--- config.mk ---
export PLATFORM = sky130hd
export DESIGN_NAME = epoch_seconds_to_calendar_unit
export DESIGN_NICKNAME = d
export VERILOG_FILES = /design/src/rtl/core/ecal_pkg.sv /design/src/rtl/core/ecal_alu.sv /design/src/rtl/core/ecal_seq.sv /design/src/rtl/core/epoch_seconds_to_calendar_unit.sv
export SDC_FILE = /design/constraint.sdc
export NUM_CORES = 1
export LEC_CHECK = 0
export BUFFER_PORTS_ARGS = -buffer_cell sky130_fd_sc_hd__buf_4
export CAP_MARGIN = 30
export CORE_ASPECT_RATIO = 0.8
export CORE_MARGIN = 2
export CORE_UTILIZATION = 55
export DETAILED_ROUTE_END_ITERATION = 6
export PLACE_DENSITY = 0.84
export SYNTH_ARGS = -nofsm -noshare
export SYNTH_HDL_FRONTEND = slang
export SYNTH_HIERARCHICAL = 1
export SYNTH_SLANG_ARGS = --single-unit
--- constraint.sdc ---
create_clock -name clk -period 7.05 [get_ports clk]
set_input_delay 0.705 -clock clk [delete_from_list [all_inputs] [get_ports clk]]
set_output_delay 0.705 -clock clk [all_outputs]
set_load 0.005 [all_outputs]
--- src/rtl/core/ecal_pkg.sv ---
`timescale 1ns / 1ps
`default_nettype none

package ecal_pkg;

  localparam int unsigned ALU_W = 45;
  localparam int unsigned CNT_W = 32;
  localparam int unsigned DAYS_W = 17;
  localparam int unsigned YEAR_W = 12;
  localparam int unsigned PACK_W = 45;

  localparam logic [YEAR_W-1:0] EPOCH_YEAR = 12'd1970;

  localparam logic [ALU_W-1:0] SECS_PER_DAY = 45'd86400;
  localparam logic [ALU_W-1:0] SECS_PER_HOUR = 45'd3600;
  localparam logic [ALU_W-1:0] SECS_PER_MIN = 45'd60;
  localparam logic [ALU_W-1:0] DAYS_PER_YEAR = 45'd365;
  localparam logic [ALU_W-1:0] DAYS_PER_LEAP_YEAR = 45'd366;

  localparam logic [4:0] DAY_QUOT_MSB = 5'd16;
  localparam logic [4:0] HOUR_QUOT_MSB = 5'd4;
  localparam logic [4:0] MIN_QUOT_MSB = 5'd5;

  localparam logic [3:0] MONTH_JAN = 4'd1;
  localparam logic [3:0] MONTH_FEB = 4'd2;
  localparam logic [3:0] MONTH_DEC = 4'd12;

  typedef struct packed {
    logic [ALU_W-1:0] a;
    logic [ALU_W-1:0] b;
    logic             sub;
  } ecal_alu_req_t;

  typedef struct packed {
    logic [ALU_W-1:0] sum;
    logic             borrow;
  } ecal_alu_rsp_t;

  typedef struct packed {
    logic [5:0]        second_of_minute;
    logic [5:0]        minute_of_hour;
    logic [4:0]        hour_of_day;
    logic [4:0]        day_of_month;
    logic [3:0]        month_number;
    logic [YEAR_W-1:0] year_number;
    logic [PACK_W-1:0] packed_decimal_time;
  } ecal_result_t;

  function automatic logic [4:0] month_len(input logic [3:0] mon, input logic leap);
    logic [4:0] len;
    case (mon)
      4'd2:    len = leap ? 5'd29 : 5'd28;
      4'd4:    len = 5'd30;
      4'd6:    len = 5'd30;
      4'd9:    len = 5'd30;
      4'd11:   len = 5'd30;
      default: len = 5'd31;
    endcase
    return len;
  endfunction

endpackage

`default_nettype wire

--- src/rtl/core/ecal_alu.sv ---
`timescale 1ns / 1ps
`default_nettype none

module ecal_alu import ecal_pkg::*; (
  input  ecal_alu_req_t req,
  output ecal_alu_rsp_t rsp
);

  logic [ALU_W-1:0] b_op;
  logic [ALU_W:0]   full;

  assign b_op = req.sub ? ~req.b : req.b;
  assign full = {1'b0, req.a} + {1'b0, b_op} + {{ALU_W{1'b0}}, req.sub};

  assign rsp.sum = full[ALU_W-1:0];
  assign rsp.borrow = req.sub & ~full[ALU_W];

endmodule

`default_nettype wire

--- src/rtl/core/ecal_seq.sv ---
`timescale 1ns / 1ps
`default_nettype none

module ecal_seq import ecal_pkg::*; (
  input  logic                 clk,
  input  logic                 rst_n,
  input  logic                 start,
  input  logic [CNT_W-1:0]     count_seconds,
  output logic                 busy,
  output logic                 done,
  output ecal_result_t         result,
  output ecal_alu_req_t        alu_req,
  input  ecal_alu_rsp_t        alu_rsp
);

  localparam logic [3:0] S_IDLE = 4'd0;
  localparam logic [3:0] S_DAY  = 4'd1;
  localparam logic [3:0] S_HOUR = 4'd2;
  localparam logic [3:0] S_MIN  = 4'd3;
  localparam logic [3:0] S_YEAR = 4'd4;
  localparam logic [3:0] S_MON  = 4'd5;
  localparam logic [3:0] S_PK1  = 4'd6;
  localparam logic [3:0] S_PK2  = 4'd7;
  localparam logic [3:0] S_PK3  = 4'd8;
  localparam logic [3:0] S_DONE = 4'd9;

  localparam logic [2:0] DIG_MON  = 3'd0;
  localparam logic [2:0] DIG_DAY  = 3'd1;
  localparam logic [2:0] DIG_HOUR = 3'd2;
  localparam logic [2:0] DIG_MIN  = 3'd3;
  localparam logic [2:0] DIG_SEC  = 3'd4;

  logic [3:0]        state_r, state_nxt;
  logic [CNT_W-1:0]  rem_r, rem_nxt;
  logic [DAYS_W-1:0] q_r, q_nxt;
  logic [4:0]        step_r, step_nxt;
  logic [DAYS_W-1:0] days_r, days_nxt;
  logic [4:0]        hour_r, hour_nxt;
  logic [5:0]        min_r, min_nxt;
  logic [YEAR_W-1:0] year_r, year_nxt;
  logic [3:0]        mon_r, mon_nxt;
  logic [2:0]        dig_r, dig_nxt;
  logic [ALU_W-1:0]  acc_r, acc_nxt;
  logic [ALU_W-1:0]  t_r, t_nxt;

  logic              leap;
  logic              fits;
  logic [DAYS_W-1:0] q_shift;
  logic [4:0]        mday;
  logic [6:0]        digit;

  assign leap = (year_r[1:0] == 2'b00);
  assign fits = ~alu_rsp.borrow;
  assign q_shift = {q_r[DAYS_W-2:0], fits};
  assign mday = days_r[4:0] + 5'd1;

  always_comb begin
    case (dig_r)
      DIG_MON:  digit = {3'd0, mon_r};
      DIG_DAY:  digit = {2'd0, mday};
      DIG_HOUR: digit = {2'd0, hour_r};
      DIG_MIN:  digit = {1'b0, min_r};
      DIG_SEC:  digit = {1'b0, rem_r[5:0]};
      default:  digit = 7'd0;
    endcase
  end

  always_comb begin
    state_nxt = state_r;
    rem_nxt   = rem_r;
    q_nxt     = q_r;
    step_nxt  = step_r;
    days_nxt  = days_r;
    hour_nxt  = hour_r;
    min_nxt   = min_r;
    year_nxt  = year_r;
    mon_nxt   = mon_r;
    dig_nxt   = dig_r;
    acc_nxt   = acc_r;
    t_nxt     = t_r;
    alu_req.a   = '0;
    alu_req.b   = '0;
    alu_req.sub = 1'b1;
    done = 1'b0;
    case (state_r)
      S_IDLE: begin
        if (start) begin
          rem_nxt   = count_seconds;
          q_nxt     = '0;
          step_nxt  = DAY_QUOT_MSB;
          year_nxt  = EPOCH_YEAR;
          state_nxt = S_DAY;
        end
      end
      S_DAY: begin
        alu_req.a = ALU_W'(rem_r);
        alu_req.b = SECS_PER_DAY << step_r;
        if (fits) rem_nxt = alu_rsp.sum[CNT_W-1:0];
        q_nxt = q_shift;
        if (step_r == 5'd0) begin
          days_nxt  = q_shift;
          q_nxt     = '0;
          step_nxt  = HOUR_QUOT_MSB;
          state_nxt = S_HOUR;
        end else begin
          step_nxt = step_r - 5'd1;
        end
      end
      S_HOUR: begin
        alu_req.a = ALU_W'(rem_r);
        alu_req.b = SECS_PER_HOUR << step_r;
        if (fits) rem_nxt = alu_rsp.sum[CNT_W-1:0];
        q_nxt = q_shift;
        if (step_r == 5'd0) begin
          hour_nxt  = q_shift[4:0];
          q_nxt     = '0;
          step_nxt  = MIN_QUOT_MSB;
          state_nxt = S_MIN;
        end else begin
          step_nxt = step_r - 5'd1;
        end
      end
      S_MIN: begin
        alu_req.a = ALU_W'(rem_r);
        alu_req.b = SECS_PER_MIN << step_r;
        if (fits) rem_nxt = alu_rsp.sum[CNT_W-1:0];
        q_nxt = q_shift;
        if (step_r == 5'd0) begin
          min_nxt   = q_shift[5:0];
          state_nxt = S_YEAR;
        end else begin
          step_nxt = step_r - 5'd1;
        end
      end
      S_YEAR: begin
        alu_req.a = ALU_W'(days_r);
        alu_req.b = leap ? DAYS_PER_LEAP_YEAR : DAYS_PER_YEAR;
        if (fits) begin
          days_nxt = alu_rsp.sum[DAYS_W-1:0];
          year_nxt = year_r + 12'd1;
        end else begin
          mon_nxt   = MONTH_JAN;
          state_nxt = S_MON;
        end
      end
      S_MON: begin
        alu_req.a = ALU_W'(days_r);
        alu_req.b = ALU_W'(month_len(mon_r, leap && (mon_r == MONTH_FEB)));
        if (fits && (mon_r != MONTH_DEC)) begin
          days_nxt = alu_rsp.sum[DAYS_W-1:0];
          mon_nxt  = mon_r + 4'd1;
        end else begin
          acc_nxt   = ALU_W'(year_r);
          dig_nxt   = DIG_MON;
          state_nxt = S_PK1;
        end
      end
      S_PK1: begin
        alu_req.a   = acc_r << 2;
        alu_req.b   = ALU_W'(digit);
        alu_req.sub = 1'b0;
        t_nxt = alu_rsp.sum;
        state_nxt = S_PK2;
      end
      S_PK2: begin
        alu_req.a   = t_r;
        alu_req.b   = acc_r << 5;
        alu_req.sub = 1'b0;
        t_nxt = alu_rsp.sum;
        state_nxt = S_PK3;
      end
      S_PK3: begin
        alu_req.a   = t_r;
        alu_req.b   = acc_r << 6;
        alu_req.sub = 1'b0;
        acc_nxt = alu_rsp.sum;
        if (dig_r == DIG_SEC) begin
          state_nxt = S_DONE;
        end else begin
          dig_nxt   = dig_r + 3'd1;
          state_nxt = S_PK1;
        end
      end
      S_DONE: begin
        done = 1'b1;
        state_nxt = S_IDLE;
      end
      default: begin
        state_nxt = S_IDLE;
      end
    endcase
  end

  always_ff @(posedge clk) begin
    if (!rst_n) begin
      state_r <= S_IDLE;
    end else begin
      state_r <= state_nxt;
    end
  end

  always_ff @(posedge clk) begin
    rem_r  <= rem_nxt;
    q_r    <= q_nxt;
    step_r <= step_nxt;
    days_r <= days_nxt;
    hour_r <= hour_nxt;
    min_r  <= min_nxt;
    year_r <= year_nxt;
    mon_r  <= mon_nxt;
    dig_r  <= dig_nxt;
    acc_r  <= acc_nxt;
    t_r    <= t_nxt;
  end

  assign busy = (state_r != S_IDLE);

  assign result.second_of_minute    = rem_r[5:0];
  assign result.minute_of_hour      = min_r;
  assign result.hour_of_day         = hour_r;
  assign result.day_of_month        = mday;
  assign result.month_number        = mon_r;
  assign result.year_number         = year_r;
  assign result.packed_decimal_time = acc_r;

endmodule

`default_nettype wire

--- src/rtl/core/epoch_seconds_to_calendar_unit.sv ---
`timescale 1ns / 1ps
`default_nettype none

// Channel   Ports                       Transfer
// input     start, busy, in_*           start high while busy low
// result    out_valid, out_*            out_valid high, one cycle
//
// How long one conversion keeps busy high is set by the year and month loops on
// the shared add/subtract unit: 17 + 5 + 6 restoring divide steps, one step per
// elapsed year plus a final compare (up to 137), one per month (up to 12), 15
// for the packed decimal value and a finish state. The result strobe rises
// in the first cycle with busy low. Reset is synchronous and clears only
// control state. The receiver cannot stall; each result is shown for one cycle.

module epoch_seconds_to_calendar_unit import ecal_pkg::*; (
  input  logic                clk,
  input  logic                rst_n,
  input  logic                start,
  output logic                busy,
  input  logic [CNT_W-1:0]    in_count_seconds,
  output logic                out_valid,
  output logic [5:0]          out_second_of_minute,
  output logic [5:0]          out_minute_of_hour,
  output logic [4:0]          out_hour_of_day,
  output logic [4:0]          out_day_of_month,
  output logic [3:0]          out_month_number,
  output logic [YEAR_W-1:0]   out_year_number,
  output logic [PACK_W-1:0]   out_packed_decimal_time
);

  ecal_alu_req_t alu_req;
  ecal_alu_rsp_t alu_rsp;
  ecal_result_t  result;
  ecal_result_t  res_r;
  logic          done;
  logic          valid_r;

  ecal_alu u_alu (
    .req (alu_req),
    .rsp (alu_rsp)
  );

  ecal_seq u_seq (
    .clk           (clk),
    .rst_n         (rst_n),
    .start         (start),
    .count_seconds (in_count_seconds),
    .busy          (busy),
    .done          (done),
    .result        (result),
    .alu_req       (alu_req),
    .alu_rsp       (alu_rsp)
  );

  always_ff @(posedge clk) begin
    if (!rst_n) begin
      valid_r <= 1'b0;
    end else begin
      valid_r <= done;
    end
  end

  always_ff @(posedge clk) begin
    if (done) res_r <= result;
  end

  assign out_valid               = valid_r;
  assign out_second_of_minute    = res_r.second_of_minute;
  assign out_minute_of_hour      = res_r.minute_of_hour;
  assign out_hour_of_day         = res_r.hour_of_day;
  assign out_day_of_month        = res_r.day_of_month;
  assign out_month_number        = res_r.month_number;
  assign out_year_number         = res_r.year_number;
  assign out_packed_decimal_time = res_r.packed_decimal_time;

  a_accept_busy: assert property (@(posedge clk) disable iff (!rst_n)
    (start && !busy) |=> busy)
    else $error("accepted transfer did not raise busy");

  a_finish_strobe: assert property (@(posedge clk) disable iff (!rst_n)
    ($past(rst_n) && $fell(busy)) |-> out_valid)
    else $error("conversion finished without a result strobe");

  a_single_strobe: assert property (@(posedge clk) disable iff (!rst_n)
    out_valid |=> !out_valid)
    else $error("result strobe held longer than one cycle");

  a_date_range: assert property (@(posedge clk) disable iff (!rst_n)
    out_valid |-> (out_month_number >= MONTH_JAN && out_month_number <= MONTH_DEC
                   && out_day_of_month != 5'd0))
    else $error("month or day out of range");

endmodule

`default_nettype wire
==> results of run 1 <==
==> stage by stage <==
step                cell area, um^2  cells
CTS                           18110   2002
global route                  18110   2002
finish                        18110   2002
floorplan                     16090   1537
detailed placement            17250   1953
global placement              17250   1953
==> how the worst min path moves through the flow <==
stage	from	end	cells past startpoint
after CTS	in_count_seconds[20]	u_seq/rem_r[20]$_DFFE_PP_	3
after global routing	rst_n	u_seq/state_r[3]$_SDFFE_PN0P_	2
after floorplan	u_seq/acc_r[43]$_SDFFCE_PN0P_	out_packed_decimal_time[43]$_DFFE_PP_	0
after global placement	u_seq/acc_r[43]$_SDFFCE_PN0P_	out_packed_decimal_time[43]$_DFFE_PP_	0
final	in_count_seconds[20]	u_seq/rem_r[20]$_DFFE_PP_	3
after detailed placement	u_seq/acc_r[43]$_SDFFCE_PN0P_	out_packed_decimal_time[43]$_DFFE_PP_	0
==> flip-flops by register name, summed over array words and instances, names as in the netlist, 5 cells and up <==
name and cells:
u_seq/hour_r 5, u_seq/t_r 45, u_seq/rem_r 32, out_hour_of_day 5
out_packed_decimal_time 45, out_second_of_minute 6, out_year_number 12, u_seq/days_r 17
u_seq/step_r 5, out_day_of_month 5, u_seq/min_r 6, u_seq/acc_r 45
u_seq/q_r 16, out_minute_of_hour 6, u_seq/year_r 12
==> layout make-up <==
class / count / area [um^2]
clock inverter: 20 / 180.2
multi-input combinational: 1104 / 7164
clock buffer: 29 / 683.2
fill: 2221 / 10450
inverter: 50 / 187.7
timing repair buffer: 151 / 1134
tap: 370 / 462.9
sequential: 278 / 8298
==> power breakdown <==
part	leakage, nW	internal (mW)	switching, mW	total, mW
Combinational	4.01	2.05	3.84	5.88
Sequential	2.53	2.60	0.339	2.94
Clock	0.427	0.809	0.617	1.43
==> metal layers <==
| layer | up-vias | global-route usage | routed length [um] |
|---|---|---|---|
| met2 | 849 | 0.4327 | 19670 |
| li1 | 5822 | - | - |
| met1 | 6106 | 0.4390 | 19430 |
| met4 | 0 | 0.06616 | 841 |
| met3 | 71 | 0.05550 | 5384 |
| met5 | - | 0 | 0 |
==> synth_stat cells, types with 9 or more instances <==
master	instances	area (um^2)
a21o_1	19	142.6
a21oi_1	76	380.4
a222oi_1	40	400.4
a22o_1	16	140.1
a22oi_1	34	255.2
and2_1	61	381.6
buf_2	26	130.1
buf_4	10	75.07
clkbuf_1	62	232.7
edfxtp_1	273	8198
ha_1	60	750.7
inv_1	49	183.9
nand2_1	283	1062
nand3_1	42	210.2
nand4_1	16	100.1
nor2_1	71	266.5
nor2b_1	16	100.1
nor3_1	13	65.06
o211ai_1	14	105.1
o21ai_0	73	365.4
o22ai_1	9	56.30
xnor2_1	41	359.1
xor2_1	64	560.5
==> layout by cell type, fill, tap and decap left out, types with 19 or more instances in the layout <==
cell | Yosys | final
xor2_1 | 64 | 64
nand3_1 | 42 | 42
edfxtp_1 | 273 | 273
and2_1 | 61 | 60
ha_1 | 60 | 60
nand2_1 | 283 | 282
a22oi_1 | 34 | 34
inv_1 | 49 | 49
a222oi_1 | 40 | 40
a21oi_1 | 76 | 75
buf_4 | 10 | 151
xnor2_1 | 41 | 41
clkbuf_16 | 0 | 27
nor2_1 | 71 | 70
o21ai_0 | 73 | 73
a21o_1 | 19 | 19
==> cells by family (layout without fill, tap and decap cells) <==
family,Yosys count,in the layout,synth area share
xor+xnor,105,105,0.05715
simple gates,550,550,0.1599
mux,8,8,0.005443
compound gates,380,380,0.1725
buf+inv,155,250,0.04144
flops,278,278,0.5157
fa+ha+maj,61,61,0.04790
==> worst min-delay path, delay by kind of cell <==
kind	cells	cell delay, ns
buffers and inverters	1	0.08
and+or+nand+nor	2	0.09
==> run metrics, run 1 <==
status finished, final reports clean; r2r startpoint u_seq/dig_r[2]$_SDFFCE_PN0P_; crit path DAT slightly below 7 ns; CTS tree built; Clock Tree Buf Depth 3; R2R depth 19; H-tree depth 1; Place WS 0.7981 ns; Final Critical Period 6.563 ns; Hold Path Class in -> reg; post-synthesis cell type count 95; Rel. slew slack 0.3305; input/output buffers 119; Seq/Total Area, Yosys 0.5157; Least-Margin Pin Slew roughly 1.0 ns; Final Max Tran Viols 0; startpoint types flip-flop; Post-synth EDFFs between 200 and 300; # diodes 0; Leak Pwr 6.970 nW; residual DRC count 0; Crit Path Max Fanout 26; Crit path max-delay family compound AO/OA/AOI/OAI gates; TritonRoute pass-1 iters 6; final worst-path cycle share 0.9309; Worst-path clk slew 0.07 ns; flop2flop setup slack 0.49 ns; root buffer cell clkbuf_16; layout net count 1708; crit end category flip-flop; share of cells above drive strength 1 0.1464; final core occ 0.6341; cts bufs inserted 27; slowest CP cell o31ai_1; die width 195.2 um; ys flop type edfxtp_1; global-route wire length before repair 69120 um; PwrDens 565.7 nW/um^2; GP Congestion ~0.97; maximum VDD drop around 0.3 mV; Post-synth ARST share 0; post-DP HPWL 32040 um; DR WL/cell 22.64 um; Die Area 30650 um^2; final worst slack 0.4875 ns; Ports 120; FMAX 152.4 MHz; crit path to u_seq/acc_r[34]$_SDFFCE_PN0P_; Via density 6.418; post-cts hold buffer count 0; Buf/Inv on CP 2; Syn Area/Cell 10.47 um^2; Setup violations, final 0; RSZ-0062 raised after global routing no; Most Frequent Cell on Critical Path a21oi_1; Ys Warns 6; synthesis-to-layout area growth 12.54%; GRT Overall Usage 0.2900; initial antenna violation count 0; crit path cell chain inv_1 > ha_1 > o31ai_1 > a21oi_1 > a311o_1 > xor2_1 > ha_1 > a21oi_1 > o221ai_2 > o21ai_2 > o21ai_2 > a31oi_1 > or3b_1 > a41oi_2 > a21oi_1 > a31o_2 > nand3_1 > nand2_2 > buf_4; CTS resizes 0; Worst Setup SP u_seq/dig_r[2]$_SDFFCE_PN0P_; Final TNS setup 0 ns; Core ar. 28560 um^2; Vert. Die Dim 157.0 um; total power ~10 mW; initial DRC count around 2400; post-route antenna net violation count 0; Worst Skew 0.01919 ns; CP Depth 19; Hold WS 0.4197 ns; worst-skew pair later-pin latency ~0.55 ns; Worst R2R End u_seq/acc_r[34]$_SDFFCE_PN0P_; crit path kind reg -> reg; net count after synthesis 1633; post-synthesis instance total around 1500; row count 55; initial cell density of the core 0.5635; Crit path largest cell delay roughly 0.84 ns; Max Cap Viol 0; via count 12850; post-CTS setup buffer count 0; GR Overflow Total 0; WP data required 7.25 ns; largest net degree at the start of global routing 60; Final Hold Fails 0; Post-Route WL 45330 um; Netlist Area Pre-Place 16090 um^2; number of global-route vias before repair between 10000 and 15000; Clock Sinks 278; flops & latches, synth roughly 280
(Power assumes the default switching activity.)
==> run 2, diff against run 1 <==
PLACE_DENSITY = 0.79   (was 0.84)
==> run metrics, run 2 (synthesized netlist as in run 1, its figures left out) <==
part of the power in combinational logic 0.583 (was 0.574); Final TNS setup 0 ns (unchanged); # diodes 0 (unchanged); Via density 6.401 (was 6.418); FMAX 153.2 MHz (was 152.4 MHz); Crit Path Max Fanout 26 (unchanged); CTS tree built (unchanged); residual DRC count 8 (was 0); Final Max Tran Viols 0 (unchanged); Setup violations, final 0 (unchanged); most common cell after layout, fill and taps aside nand2_1 (unchanged); Least-Margin Pin Slew 1.084 ns (was 1.004 ns); global-route wire length before repair 69250 um (was 69120 um); worst-skew pair later-pin latency 0.57 ns (was 0.55 ns); Ports 120 (unchanged); crit end category flip-flop (unchanged); final worst-path cycle share 0.9257 (was 0.9309); Final Hold Fails 0 (unchanged); initial DRC count 2010 (was 2379); met3 WL post-DR 4992 um (was 5384 um); input/output buffers 119 (unchanged); Die Area 30650 um^2 (unchanged); Max Cap Viol 0 (unchanged); Net Sw Power 4.778 mW (was 4.791 mW); RSZ-0062 raised after global routing no (unchanged); row count 55 (unchanged); most frequent cells in the layout 282 x nand2_1, 273 x edfxtp_1, 149 x buf_4, 75 x a21oi_1, 73 x o21ai_0 (was 282 x nand2_1, 273 x edfxtp_1, 151 x buf_4, 75 x a21oi_1, 73 x o21ai_0); Leak Pwr 6.926 nW (was 6.970 nW); clock share of power 0.131 (was 0.139); WL met2 19070 um (was 19670 um); DR WL/cell 22.51 um (was 22.64 um); post-route antenna net violation count 0 (unchanged); flop2flop setup slack 0.52 ns (was 0.49 ns); TritonRoute pass-1 iters 7 (was 6); maximum VDD drop 0.3166 mV (was 0.3080 mV); post-route cell area 18050 um^2 (was 18110 um^2); failing checks DRC; crit path kind reg -> reg (unchanged); root buffer cell clkbuf_16 (unchanged); via count 12780 (was 12850); cts bufs inserted 27 (unchanged); post-DP HPWL 31810 um (was 32040 um); Worst-path clk slew 0.07 ns (about the same); synthesis-to-layout area growth 12.18% (was 12.54%); share of cells above drive strength 1 0.1420 (was 0.1464); area post-placement 17270 um^2 (was 17250 um^2); Final Critical Period 6.526 ns (was 6.563 ns); initial antenna violation count 0 (unchanged); PwrDens 564.1 nW/um^2 (was 565.7 nW/um^2); startpoint types flip-flop (unchanged); Core ar. 28560 um^2 (unchanged); largest net degree at the start of global routing 89 (was 60); switching portion of total power 0.4692 (was 0.4676); Pint 5.405 mW (was 5.454 mW); Post-Route WL 44960 um (was 45330 um); Hold Path Class in -> reg (unchanged); crit path DAT 6.77 ns (was 6.76 ns); Clock Tree Buf Depth 3 (unchanged); Worst Skew 0.02685 ns (was 0.01919 ns); initial cell density of the core 0.5635 (unchanged); Flop pwr share 0.286 (was 0.287); max layer used met4 (unchanged); Clock Sinks 278 (unchanged); layout net count 1708 (unchanged); number of global-route vias before repair 11910 (was 11840); GR Overflow Total 0 (unchanged); met1 WL 19730 um (was 19430 um); post-CTS setup buffer count 0 (unchanged); Vert. Die Dim 157.0 um (unchanged); GRT Overall Usage 0.2911 (was 0.2900); WP data required 7.29 ns (was 7.25 ns); GP Congestion 0.9767 (was 0.9744); die width 195.2 um (unchanged); Rel. slew slack 0.2773 (was 0.3305); CTS resizes 0 (unchanged); H-tree depth 1 (unchanged); status finished with violations (was finished, final reports clean); final core occ 0.6321 (was 0.6341); post-cts hold buffer count 0 (unchanged)
-- run 2: final timing paths --
check,from,end,cells after the start
min reg2reg,u_seq/acc_r[44]$_SDFFCE_PN0P_,out_packed_decimal_time[44]$_DFFE_PP_,0
max,u_seq/state_r[1]$_SDFFE_PN0P_,u_seq/acc_r[19]$_SDFFCE_PN0P_,20
min,rst_n,out_valid$_SDFF_PN0_,2
max reg2reg,u_seq/state_r[1]$_SDFFE_PN0P_,u_seq/acc_r[19]$_SDFFCE_PN0P_,20
-- run 2: final cells by class --
cell class,count,area (um^2)
sequential,278,8298
timing repair buffer,151,1159
tap,370,462.9
inverter,50,187.7
multi-input combinational,1104,7164
fill,2259,10510
clock buffer,36,709.4
clock inverter,8,71.32
-- run 2: metrics by stage --
| step | total power [mW] | hold WS (ns) | setup slack (ns) | std cells |
|---|---|---|---|---|
| final | 10.18 | 0.4086 | 0.5240 | 1997 |
| after global routing | 10.80 | 0.4061 | 0.2014 | 1997 |
| after CTS | 10.05 | 0.3955 | 0.7057 | 1997 |
| after detailed placement | 8.673 | 0.4045 | 0.7767 | 1953 |
| after global placement | 8.601 | 0.4030 | 0.9802 | 1953 |
| after floorplan | 7.091 | 0.4003 | 0.5121 | 1537 |
-- run 2: power by group through the flow --
stage                     combinational (mW)  sequential, mW  clock, mW
after floorplan                         4.34            2.76          0
after global placement                  5.68            2.92          0
after detailed placement                5.74            2.93          0
after CTS                               5.80            2.90       1.35
after global routing                    6.43            2.95       1.41
final                                   5.93            2.92       1.33
-- run 2: layer usage --
layer	GRT usage	vias to the layer above
met5	0	-
met4	0.07961	0
met3	0.05935	98
met2	0.4257	793
met1	0.4402	6068
li1	-	5823
-- run 2: worst max-delay path, stage by stage (launching register included) --
cell,delay (ns)
dfxtp_1,0.79
nor2b_2,0.42
and3_1,0.24
or2_1,0.80
buf_4,0.38
a222oi_1,0.12
inv_1,0.13
ha_1,0.33
a21oi_1,0.24
o21ai_1,0.12
a32oi_1,0.23
o211ai_1,0.13
a31oi_1,0.42
or3b_1,0.22
a41oi_2,0.13
a21oi_1,0.17
buf_4,0.17
a31o_2,0.15
nand3_1,0.12
nand2_2,0.56
buf_12,0.27
